### src/sv/mse_ram.sv
`default_nettype none
// ----------------------------------------------------------------------------
// mse_ram: generic single-clock RAM
// One write port and one read port with a registered, enabled read.
// ----------------------------------------------------------------------------
module mse_ram #(
    parameter int WIDTH = 32,
    parameter int DEPTH = 32,
    localparam int AW = (DEPTH > 1) ? $clog2(DEPTH) : 1
) (
    input  wire logic             clk,
    input  wire logic             wr_en,
    input  wire logic [AW-1:0]    wr_addr,
    input  wire logic [WIDTH-1:0] wr_data,
    input  wire logic             rd_en,
    input  wire logic [AW-1:0]    rd_addr,
    output logic      [WIDTH-1:0] rd_data
);

    logic [WIDTH-1:0] mem [DEPTH];
    logic [WIDTH-1:0] rd_data_reg;

    always_ff @(posedge clk) begin
        if (wr_en) begin
            mem[wr_addr] <= wr_data;
        end
        if (rd_en) begin
            rd_data_reg <= mem[rd_addr];
        end
    end

    assign rd_data = rd_data_reg;

endmodule
`default_nettype wire

### config.mk
export PLATFORM = sky130hd
export DESIGN_NAME = mse_ram
export DESIGN_NICKNAME = d
export VERILOG_FILES = /design/src/sv/mse_ram.sv
export SDC_FILE = /design/constraint.sdc
export NUM_CORES = 1
export LEC_CHECK = 0
export ABC_AREA = 0
export BUFFER_PORTS_ARGS = -buffer_cell sky130_fd_sc_hd__buf_2
export CELL_PAD_IN_SITES_DETAIL_PLACEMENT = 1
export CELL_PAD_IN_SITES_GLOBAL_PLACEMENT = 1
export CORE_MARGIN = 5
export CORE_UTILIZATION = 54
export CTS_CLUSTER_SIZE = 20
export DETAILED_ROUTE_END_ITERATION = 6
export GPL_TIMING_DRIVEN = 0
export PLACE_DENSITY_LB_ADDON = 0.1
export SLEW_MARGIN = 20
export SYNTH_ARGS = -nofsm -noshare
export SYNTH_HDL_FRONTEND = slang
export SYNTH_SLANG_ARGS = --single-unit
### constraint.sdc
create_clock -name clk -period 3.8 [get_ports clk]
set_input_delay 0.38 -clock clk [delete_from_list [all_inputs] [get_ports clk]]
set_output_delay 0.38 -clock clk [all_outputs]
set_load 0.01 [all_outputs]
==> flow_summary.ini <==
[yosys]
netlist_area_mm2 = 0.04081
synth_area_leader_cell = edfxtp_1
synth_area_per_cell_um2 = 18.06
synthCells = 2260
synthFlopType = edfxtp_1
synth_edf_count = 1056
async_reset_ff_share_pct = 0
synth.yosys.warnings = 0
synth-seq-area-share_pct = 77.71
synth_nets = 2305
netlist-cell-type-count = 24
synth_top_area_share_pct = 77.71
synth-seq-cells = 1056
yosys-top-cells-area = edfxtp_1, mux2i_1, a22oi_1

[global_route]
met2_usage_pct = 47.67
grt_max_degree = 33
top_usage_layer = met2
grt_use_met3_pct = 4.585
grt_pass1_vias = 23910
grt_first_pass_wirelength_um = 160500
antenna_found_initial = 1
grt_overflow = 0
track_usage_pct = 27.01
grt_use_met1_pct = 34.98

[floorplan]
chipHeight_um = 284.9
coreArea_mm2 = 0.07470
rows = 100
die_w_um = 284.9
start_util_pct = 54.63
dieArea_mm2 = 0.08116
io_pins = 77

[routing]
routedWlPerCell_um = 31.37
routed_wirelength_um = 111000
detail-route-antenna-nets = 0
first_iter_violations = 2215
drc = 0
routed-via-count = 22010
first_pass_iters = 6
viasPerCell = 6.220

[placed_design]
io_buffer_count = 75
dp_cells = 3340
place_congestion = 0.8142
hpwl_um = 72270

[setup_path]
critPathMaxFanout = 10
required_ns = 4.10
worstPathArrival_ns = 2.75
cp_top_family = buffers and inverters
path_buf_inv = 3
crit_type = input pin to flop
crit_path_max_incr_delay_ns = 0.57
path_cells = buf_2 > nor2_1 > buf_2 > clkbuf_1 > a22o_1 > nor3_1 > a31oi_1 > nand3_1
end_kind = flop
crit_top_cell = buf_2
critPathSlowestCell = a31oi_1
crit-reg2reg-launch = mem[3][11]
cp-startpoint = rd_addr[1]
critPathLaunchType = input pin

[finish]
syn2layout_area_growth_pct = 15.15
utilization_pct = 62.90
drive_gt1_share_pct = 14.56
antenna_cells = 0
largest_register_ffs = 1024
nNetsFinal = 2526
final_cells = 3538

[power_and_ir_drop]
seqPwrFrac_pct = 52.4
p_sw_uw = 5340
pwr-share-clk_pct = 42.1
power.leakage_uw = 0.01642
ir_drop_mv = 0.4112
power_density_mw_per_mm2 = 529.6
p_int_uw = 19540
switching_share_pct = 21.46
total_power_uw = 24880
comb_power_share_pct = 5.5

[clocking]
cts_max_path_buffers = 3
clk_pin_slew_ns = 0.06
cts_buffers = 108
cts_hold_buf = 0
post-cts-setup-buffers = 0
cts.htree.levels = 3
cts_root_buffer = clkbuf_16
post_cts_resized = 0
cts.sinks = 1056
clock_latency_ns = 0.67
cts_tree = done

[timing]
hold_violations = 0
slew-limit-headroom_pct = 26.09
grt_setup_unrepaired = false
tns_ns = 0
final_max_slew_viol_count = 0
fmax_mhz = 409.0
holdWs_ns = 0.2604
min_period_over_period_pct = 64.35
setup_viol_count_final = 0
worst_pin_slew_ns = 1.105
finClkSkew_ns = 0.02008
period_needed_ns = 2.445

[min_path]
hp-start = wr_data[13]
min_path_type = input pin to flop

[run]
max_cap_violations = 0

[run_status]
status = completed
-- stage by stage --
| stage | setup WS, ns | area [um2] |
|---|---|---|
| global placement | -0.8774 | 42390 |
| CTS | 1.494 | 46990 |
| floorplan | 0.9859 | 40810 |
| detailed placement | 0.8589 | 43520 |
| global route | 1.278 | 46990 |
| finish | 1.355 | 46990 |
-- Yosys cell counts (all sizes together), types with 2 or more instances --
cell type / n
buf: 79
nor2: 34
a22oi: 96
mux2i: 512
nand2b: 2
clkbuf: 48
nand2: 98
nand3: 98
a31oi: 32
a22o: 64
edfxtp: 1056
nor3: 32
or3b: 3
nand3b: 5
a21oi: 96
-- power groups by stage --
stage               clock network (uW)  logic (uW)  registers (uW)
floorplan                            0         670           13300
global placement                     0        1260           13300
detailed placement                   0        1350           13300
CTS                              10600        1360           13000
global route                     11100        1430           13100
finish                           10500        1370           13000
-- final timing paths --
kind,end,slack (ns),depth (start not counted)
max,rd_data[11],1.35,8
min reg2reg,rd_data[26],0.71,4
min,mem[0][13],0.26,1
max reg2reg,rd_data[11],1.77,5
-- cell type report --
class / count / area, um2
fill: 6371 / 27710
sequential: 1056 / 31710
multi-input combinational: 1077 / 8582
buffer: 127 / 754.5
tap: 969 / 1212
clock buffer: 134 / 2864
timing repair buffer: 111 / 1261
clock inverter: 64 / 601.8
-- metal layers --
| metal | part of all wire [%] | routed length (um) |
|---|---|---|
| met2 | 51 | 56960 |
| met3 | 7.0 | 7799 |
| met4 | 2.4 | 2675 |
| met1 | 39 | 43550 |
| met5 | 0.013 | 14 |
-- layout by cell type (no fill, tap or decap), drive strengths merged --
| cell type | Yosys | final |
|---|---|---|
| clkinv | 0 | 49 |
| bufinv | 0 | 12 |
| buf | 79 | 190 |
| nand3b | 5 | 5 |
| a22o | 64 | 64 |
| inv | 0 | 1 |
| nor2b | 1 | 1 |
| nand2b | 2 | 2 |
| a21oi | 96 | 96 |
| nand2 | 98 | 98 |
| and2b | 1 | 1 |
| or3b | 3 | 3 |
| nand3 | 98 | 98 |
| a31oi | 32 | 32 |
| edfxtp | 1056 | 1056 |
| a22oi | 96 | 96 |
| clkbuf | 48 | 182 |
| or3 | 1 | 1 |
| mux2i | 512 | 512 |
| or2 | 1 | 1 |
| and2 | 1 | 1 |
| nor3 | 32 | 32 |
| nor2 | 34 | 34 |
| clkinvlp | 0 | 2 |
-- logic make-up (layout without fill, tap and decap cells) --
family                 Yosys count  after routing  synth area share [%]
and+or+nand+nor                277            277                 3.076
AOI/OAI and AO/OA              288            288                 4.808
muxes                          512            512                 12.56
buffers and inverters          127            436                 1.846
DFF                           1056           1056                 77.71
-- worst register-to-register path, delay by kind of cell, from the launching register on --
kind            cells  cell delay [ns]
compound gates      2             0.72
flops               1             0.37
simple gates        2             0.43
mux                 1             0.16
Power figures use the tool's default switching activity.
